`src/sv/isort_pkg.sv`:
```
// types and constants shared by the insertion sorter modules
// no dependencies
`timescale 1ns / 1ps
`default_nettype none

package isort_pkg;

  localparam int unsigned VALUE_W = 32;

  typedef struct packed {
    logic signed [VALUE_W-1:0] value;
    logic                      last;
  } in_item_t;

  typedef struct packed {
    logic signed [VALUE_W-1:0] value_res;
    logic                      last_res;
    logic                      overflow;
  } out_item_t;

  typedef enum logic {
    ST_COLLECT,
    ST_DRAIN
  } isort_state_t;

  typedef struct packed {
    logic insert;
    logic shift_out;
  } isort_cmd_t;

  typedef struct packed {
    logic last_one;
  } isort_status_t;

endpackage

`default_nettype wire

```
`src/sv/insertion_sorter_core.sv`:
```
// insertion sorter top level: the first result follows in the cycle after the
// transfer marked last; a set of n stored values then drains without gaps
// values are accepted one per cycle while collecting; busy is high during the drain
// throughput is set by the shift-insertion chain, one value placed per cycle while collecting
// synchronous active-low reset empties the store and clears the overflow flag
// depends on isort_pkg, isort_ctrl, isort_dp
`timescale 1ns / 1ps
`default_nettype none

module insertion_sorter_core #(
  parameter int unsigned MAX_ENTRIES = 32
) (
  input  wire logic                 clk,
  input  wire logic                 rst_n,
  input  wire logic                 start,
  output      logic                 busy,
  input  wire isort_pkg::in_item_t  in_data,
  output      logic                 out_valid,
  output      isort_pkg::out_item_t out_data
);
  import isort_pkg::*;

  isort_cmd_t    cmd;
  isort_status_t status;
  logic          accept;

  assign accept = start && !busy;

  isort_ctrl u_ctrl (
    .clk       (clk),
    .rst_n     (rst_n),
    .start     (accept),
    .in_last   (in_data.last),
    .status    (status),
    .cmd       (cmd),
    .busy      (busy),
    .out_valid (out_valid)
  );

  isort_dp #(
    .MAX_ENTRIES (MAX_ENTRIES)
  ) u_dp (
    .clk      (clk),
    .rst_n    (rst_n),
    .in_data  (in_data),
    .cmd      (cmd),
    .status   (status),
    .out_data (out_data)
  );

  a_last_starts_drain: assert property (@(posedge clk) disable iff (!rst_n)
    accept && in_data.last |=> out_valid)
    else $error("set end did not start the result stream");

  a_final_ends_drain: assert property (@(posedge clk) disable iff (!rst_n)
    out_valid && out_data.last_res |=> !busy && !out_valid)
    else $error("result stream did not end after final result");

  a_drain_continuous: assert property (@(posedge clk) disable iff (!rst_n)
    out_valid && !out_data.last_res |=> out_valid)
    else $error("gap in result stream");

endmodule

`default_nettype wire

```
`src/sv/isort_ctrl.sv`:
```
// controller for the insertion sorter: collect and drain phases
// depends on isort_pkg
`timescale 1ns / 1ps
`default_nettype none

module isort_ctrl (
  input  wire logic                   clk,
  input  wire logic                   rst_n,
  input  wire logic                   start,
  input  wire logic                   in_last,
  input  wire isort_pkg::isort_status_t status,
  output      isort_pkg::isort_cmd_t   cmd,
  output      logic                   busy,
  output      logic                   out_valid
);
  import isort_pkg::*;

  isort_state_t state_r;
  isort_state_t state_nxt;

  always_ff @(posedge clk) begin
    if (!rst_n) begin
      state_r <= ST_COLLECT;
    end else begin
      state_r <= state_nxt;
    end
  end

  always_comb begin
    state_nxt = state_r;
    unique case (state_r)
      ST_COLLECT: begin
        if (start && in_last) begin
          state_nxt = ST_DRAIN;
        end
      end
      ST_DRAIN: begin
        if (status.last_one) begin
          state_nxt = ST_COLLECT;
        end
      end
      default: state_nxt = ST_COLLECT;
    endcase
  end

  always_comb begin
    cmd       = '0;
    busy      = 1'b0;
    out_valid = 1'b0;
    unique case (state_r)
      ST_COLLECT: begin
        cmd.insert = start;
      end
      ST_DRAIN: begin
        cmd.shift_out = 1'b1;
        busy          = 1'b1;
        out_valid     = 1'b1;
      end
      default: begin
        busy = 1'b0;
      end
    endcase
  end

endmodule

`default_nettype wire

```
`src/sv/isort_dp.sv`:
```
// datapath for the insertion sorter: shift-insertion chain, count and overflow flag
// depends on isort_pkg
`timescale 1ns / 1ps
`default_nettype none

module isort_dp #(
  parameter int unsigned MAX_ENTRIES = 32
) (
  input  wire logic                    clk,
  input  wire logic                    rst_n,
  input  wire isort_pkg::in_item_t      in_data,
  input  wire isort_pkg::isort_cmd_t    cmd,
  output      isort_pkg::isort_status_t status,
  output      isort_pkg::out_item_t     out_data
);
  import isort_pkg::*;

  localparam int unsigned CNT_W = $clog2(MAX_ENTRIES + 1);
  localparam logic [CNT_W-1:0] CNT_MAX = CNT_W'(MAX_ENTRIES);

  logic signed [VALUE_W-1:0] cells_r   [MAX_ENTRIES];
  logic signed [VALUE_W-1:0] cells_nxt [MAX_ENTRIES];
  logic [CNT_W-1:0]          count_r;
  logic [CNT_W-1:0]          count_nxt;
  logic                      ovf_r;
  logic                      ovf_nxt;
  logic [MAX_ENTRIES-1:0]    gt;
  logic                      full;

  assign full = (count_r == CNT_MAX);

  // cells holding a value greater than the arriving one
  always_comb begin
    for (int i = 0; i < MAX_ENTRIES; i++) begin
      gt[i] = (CNT_W'(i) < count_r) && (cells_r[i] > in_data.value);
    end
  end

  always_comb begin
    count_nxt = count_r;
    ovf_nxt   = ovf_r;
    for (int i = 0; i < MAX_ENTRIES; i++) begin
      cells_nxt[i] = cells_r[i];
    end
    if (cmd.insert) begin
      if (full) begin
        ovf_nxt = 1'b1;
      end else begin
        count_nxt = count_r + 1'b1;
        for (int i = 0; i < MAX_ENTRIES; i++) begin
          if (gt[i] || (CNT_W'(i) == count_r)) begin
            if (i > 0 && gt[(i > 0) ? i - 1 : 0]) begin
              cells_nxt[i] = cells_r[(i > 0) ? i - 1 : 0];
            end else begin
              cells_nxt[i] = in_data.value;
            end
          end
        end
      end
    end else if (cmd.shift_out) begin
      count_nxt = count_r - 1'b1;
      if (count_r == CNT_W'(1)) begin
        ovf_nxt = 1'b0;
      end
      for (int i = 0; i < MAX_ENTRIES - 1; i++) begin
        cells_nxt[i] = cells_r[i+1];
      end
    end
  end

  always_ff @(posedge clk) begin
    for (int i = 0; i < MAX_ENTRIES; i++) begin
      cells_r[i] <= cells_nxt[i];
    end
  end

  always_ff @(posedge clk) begin
    if (!rst_n) begin
      count_r <= '0;
      ovf_r   <= 1'b0;
    end else begin
      count_r <= count_nxt;
      ovf_r   <= ovf_nxt;
    end
  end

  assign status.last_one    = (count_r == CNT_W'(1));
  assign out_data.value_res = cells_r[0];
  assign out_data.last_res  = (count_r == CNT_W'(1));
  assign out_data.overflow  = ovf_r;

  a_count_bound: assert property (@(posedge clk) disable iff (!rst_n)
    count_r <= CNT_MAX)
    else $error("element count above store depth");

  a_insert_grows: assert property (@(posedge clk) disable iff (!rst_n)
    cmd.insert && !full |=> count_r == $past(count_r) + 1'b1)
    else $error("insert did not grow the count");

  a_full_drop: assert property (@(posedge clk) disable iff (!rst_n)
    cmd.insert && full |=> ovf_r && count_r == CNT_MAX)
    else $error("drop at full store not flagged");

endmodule

`default_nettype wire

```
`config.mk`:
```
export PLATFORM = sky130hd
export DESIGN_NAME = insertion_sorter_core
export DESIGN_NICKNAME = d
export VERILOG_FILES = /design/src/sv/isort_pkg.sv /design/src/sv/insertion_sorter_core.sv /design/src/sv/isort_ctrl.sv /design/src/sv/isort_dp.sv
export SDC_FILE = /design/constraint.sdc
export NUM_CORES = 2
export LEC_CHECK = 0
export BUFFER_PORTS_ARGS = -buffer_cell sky130_fd_sc_hd__buf_2
export CAP_MARGIN = 20
export CORE_MARGIN = 4
export CORE_UTILIZATION = 59
export CTS_CLUSTER_DIAMETER = 150
export DETAILED_ROUTE_END_ITERATION = 12
export PLACE_DENSITY = 0.85
export SLEW_MARGIN = 40
export SYNTH_ARGS = -nofsm -noshare
export SYNTH_HDL_FRONTEND = slang
export SYNTH_SLANG_ARGS = --single-unit
```
`constraint.sdc`:
```
create_clock -name clk -period 5.9 [get_ports clk]
set_clock_uncertainty 0.15 [all_clocks]
set_input_delay 1.18 -clock clk [delete_from_list [all_inputs] [get_ports clk]]
set_output_delay 1.18 -clock clk [all_outputs]
set_load 0.005 [all_outputs]
```
==> flow_metrics.tcl <==
set metrics [dict create \
    whs_ns 0.381 \
    worstHoldEndpoint "u_dp.ovf_r" \
    synthTopCellsByArea "edfxtp_1 41%, ha_1 17%, mux2i_1 12%, nand2_1 6.0%, o21ai_0 5.4%" \
    ios 72 \
    synth.top_cell.area_share_pct 40.6 \
    relSlewSlack_pct 37.9 \
    cts_sinks 1032 \
    cts_root_buffer "clkbuf_16" \
    min_path_type "reg -> reg" \
    core_um2 128000 \
    hold_viol 0 \
    ys_top_cells_by_count "1,209 x nand2_1, 1,028 x ha_1, 1,024 x edfxtp_1" \
    power_mw 29.3 \
    grt_pass1_vias 65100 \
    final_cell_area_um2 82500 \
    dpl_cell_area_um2 78600 \
    drive_above_1_share_pct 8.23 \
    multiInputGateArea_um2 42600 \
    worst_slew_pin_slew_ns 0.929 \
    worstHoldStart "u_dp.ovf_r" \
    wl_met3_mm 39.3 \
    wl_met1_mm 93.9 \
    synth.distinct_cells 72 \
    ys_seq_area_share_pct 40.8 \
    track_usage_pct 38.2 \
    cts_setup_buffers 0 \
    synth_cells 7396 \
    cts.hold.buffers_added 0 \
    fmax_mhz 197 \
    drt_pass1_iterations 9 \
    io_buffers 71 \
    layout_setup_ws_ns 0.830 \
    r2r-start "u_dp.count_r[1]" \
    ctsResizeCount 0 \
    critical_path.max_stage_delay_ns 0.75 \
    die_x_um 366 \
    ys_warn_count 0 \
    clkTransAtPathRegs_ns 0.07 \
    outcome "finished clean" \
    register_area_um2 30900 \
    reg2reg_to "u_dp.cells_r[1][151]" \
    holdPathStages 2 \
    finalSetupTns_ns 0 \
    finalNetCount 8380 \
    die_area_um2 134000 \
    die_h_um 366 \
    worstSkewPairLatency_ns 0.79 \
    place_hpwl_mm 186 \
    start_util_pct 59.4 \
    ys_ff_latch 1032 \
    synth_top_flop_cell "edfxtp_1" \
    post_drt_wl_per_cell_um 29.6 \
    ff2ff_setup_slack_ns 1.07 \
    worstSetupPathType "in -> reg" \
    place_congestion 1.00 \
    yosys.area.top_type "edfxtp_1" \
    end_kind "register" \
    maxCapViolCount 0 \
    pre_cts_slack_ns 0.559 \
    rsz0062_at_grt "no" \
    area_growth_pct 8.96 \
    grt_pass1_wl_mm 395 \
    final_util_pct 64.7 \
    synth.most_common_cell "nand2_1" \
    synth_edf_count 1024 \
    cp_cell_sequence "buf_2 > inv_2 > buf_4 > ha_1 > nand4_1 > nor4_1 > nand4_1 > a41oi_1 > or3_1 > a21o_2 > buf_4 > mux2i_1 > o21ai_0" \
    syn-num-nets 8460 \
    post-route-period-util_pct 85.9 \
    synth.avg_cell_area_um2 10.2 \
    antenna_found_initial 17 \
    crit_required_ns 6.25 \
    period_minus_slack_ns 5.07 \
    top_layer "met5" \
    p_per_area_nw_per_um2 355 \
    irDropWorstVdd_mv 0.288 \
    power.leakage_nw 37.6 \
    vias_per_cell 7.37 \
    synth_area_um2 75700 \
    synthArstFlopShare_pct 0 \
    crit_path_max_fanout 32 \
    drv_slew 0 \
    place_inst 8858 \
    cts.htree.levels 3 \
    antenna_left 0 \
    numCtsBuffers 115 \
    cts_tree "done" \
    overflow 0 \
    num_vias 67000 \
    critPathLaunchType "primary input" \
    routed_wl_mm 269 \
    final_cells 9087 \
    rows 131 \
    clock_path_buffers 3 \
    worstRegToRegCells 7 \
    crit_slowest_cell "nor4_1" \
    fillers 9496 \
    drtIter0Drc 10700 \
    setup_viol 0 \
    crit_arrival_ns 5.42 \
    grt_max_degree 215 \
    drc_errors 0 \
    wl_met2_mm 114 \
]
registers in the layout, summed over array words and instances, names as in the netlist:
register        flops
u_dp.ovf_r          1
u_dp.count_r        6
u_ctrl.state_r      1
u_dp.cells_r     1024
routing by layer:
layer  up-vias  GRT usage [%]
li1      28000              -
met1     31800           47.6
met2      5629           57.1
met3      1524           12.3
met4        14           24.7
met5         -              0
cell usage in the layout (no fill, tap or decap), drive strengths merged, types with 39 or more instances in the layout:
master	instances
clkbuf	143
nand3	106
mux2	39
nand4	208
buf	301
nor4	49
inv	114
nand2	1209
nor2	97
o211ai	53
a21oi	423
clkinv	47
ha	1028
o21ai	939
nor2b	42
mux2i	931
a21o	128
o31ai	135
edfxtp	1024
worst max-delay path, delay by kind of cell:
family	cells	cell delay, ns
mux	1	0.36
simple gates	4	1.36
compound gates	3	0.63
buf+inv	4	1.60
fa+ha+maj	1	0.24
how the worst max path moves through the flow:
stage	endpoint	slack (ns)	from	depth (start not counted)
global placement	u_dp.cells_r[1][349]	0.65	in_data[32]	13
CTS	out_data[1]	1.08	u_dp.count_r[4]	5
global route	u_dp.cells_r[1][322]	0.93	in_data[32]	13
floorplan	u_dp.cells_r[0][256]	0.02	in_data[2]	9
detailed placement	u_dp.cells_r[1][344]	0.56	in_data[32]	13
finish	u_dp.cells_r[1][322]	0.83	in_data[32]	13
report_power, final:
group	total (mW)	internal, mW	switching (mW)	leakage (nW)
Clock	7.54	4.28	3.26	1.84
Sequential	11.9	10.2	1.67	9.96
Combinational	9.85	3.75	6.11	25.8
Total	29.3	18.2	11.0	37.6
cell type report:
cell class | count | share of cell area, %
multi-input combinational | 5755 | 51.7
antenna | 13 | 0.0394
clock buffer | 143 | 3.72
clock inverter | 70 | 0.880
inverter | 111 | 0.505
timing repair buffer | 301 | 3.18
tap | 1662 | 2.52
sequential | 1032 | 37.5
kinds of logic (layout without fill, tap and decap cells):
family	Yosys count	after routing	synth area share (%)
AO/OA/AOI/OAI	1923	1923	14.8
AND/OR/NAND/NOR	1832	1832	10.8
flip-flops	1032	1032	40.8
adder cells (fa/ha/maj)	1028	1028	17.0
multiplexers	970	970	12.9
buffers and inverters	609	625	3.63
XOR/XNOR	2	2	0.0231
other	0	13	0
Note: power is estimated with default switching activity, not from simulation.
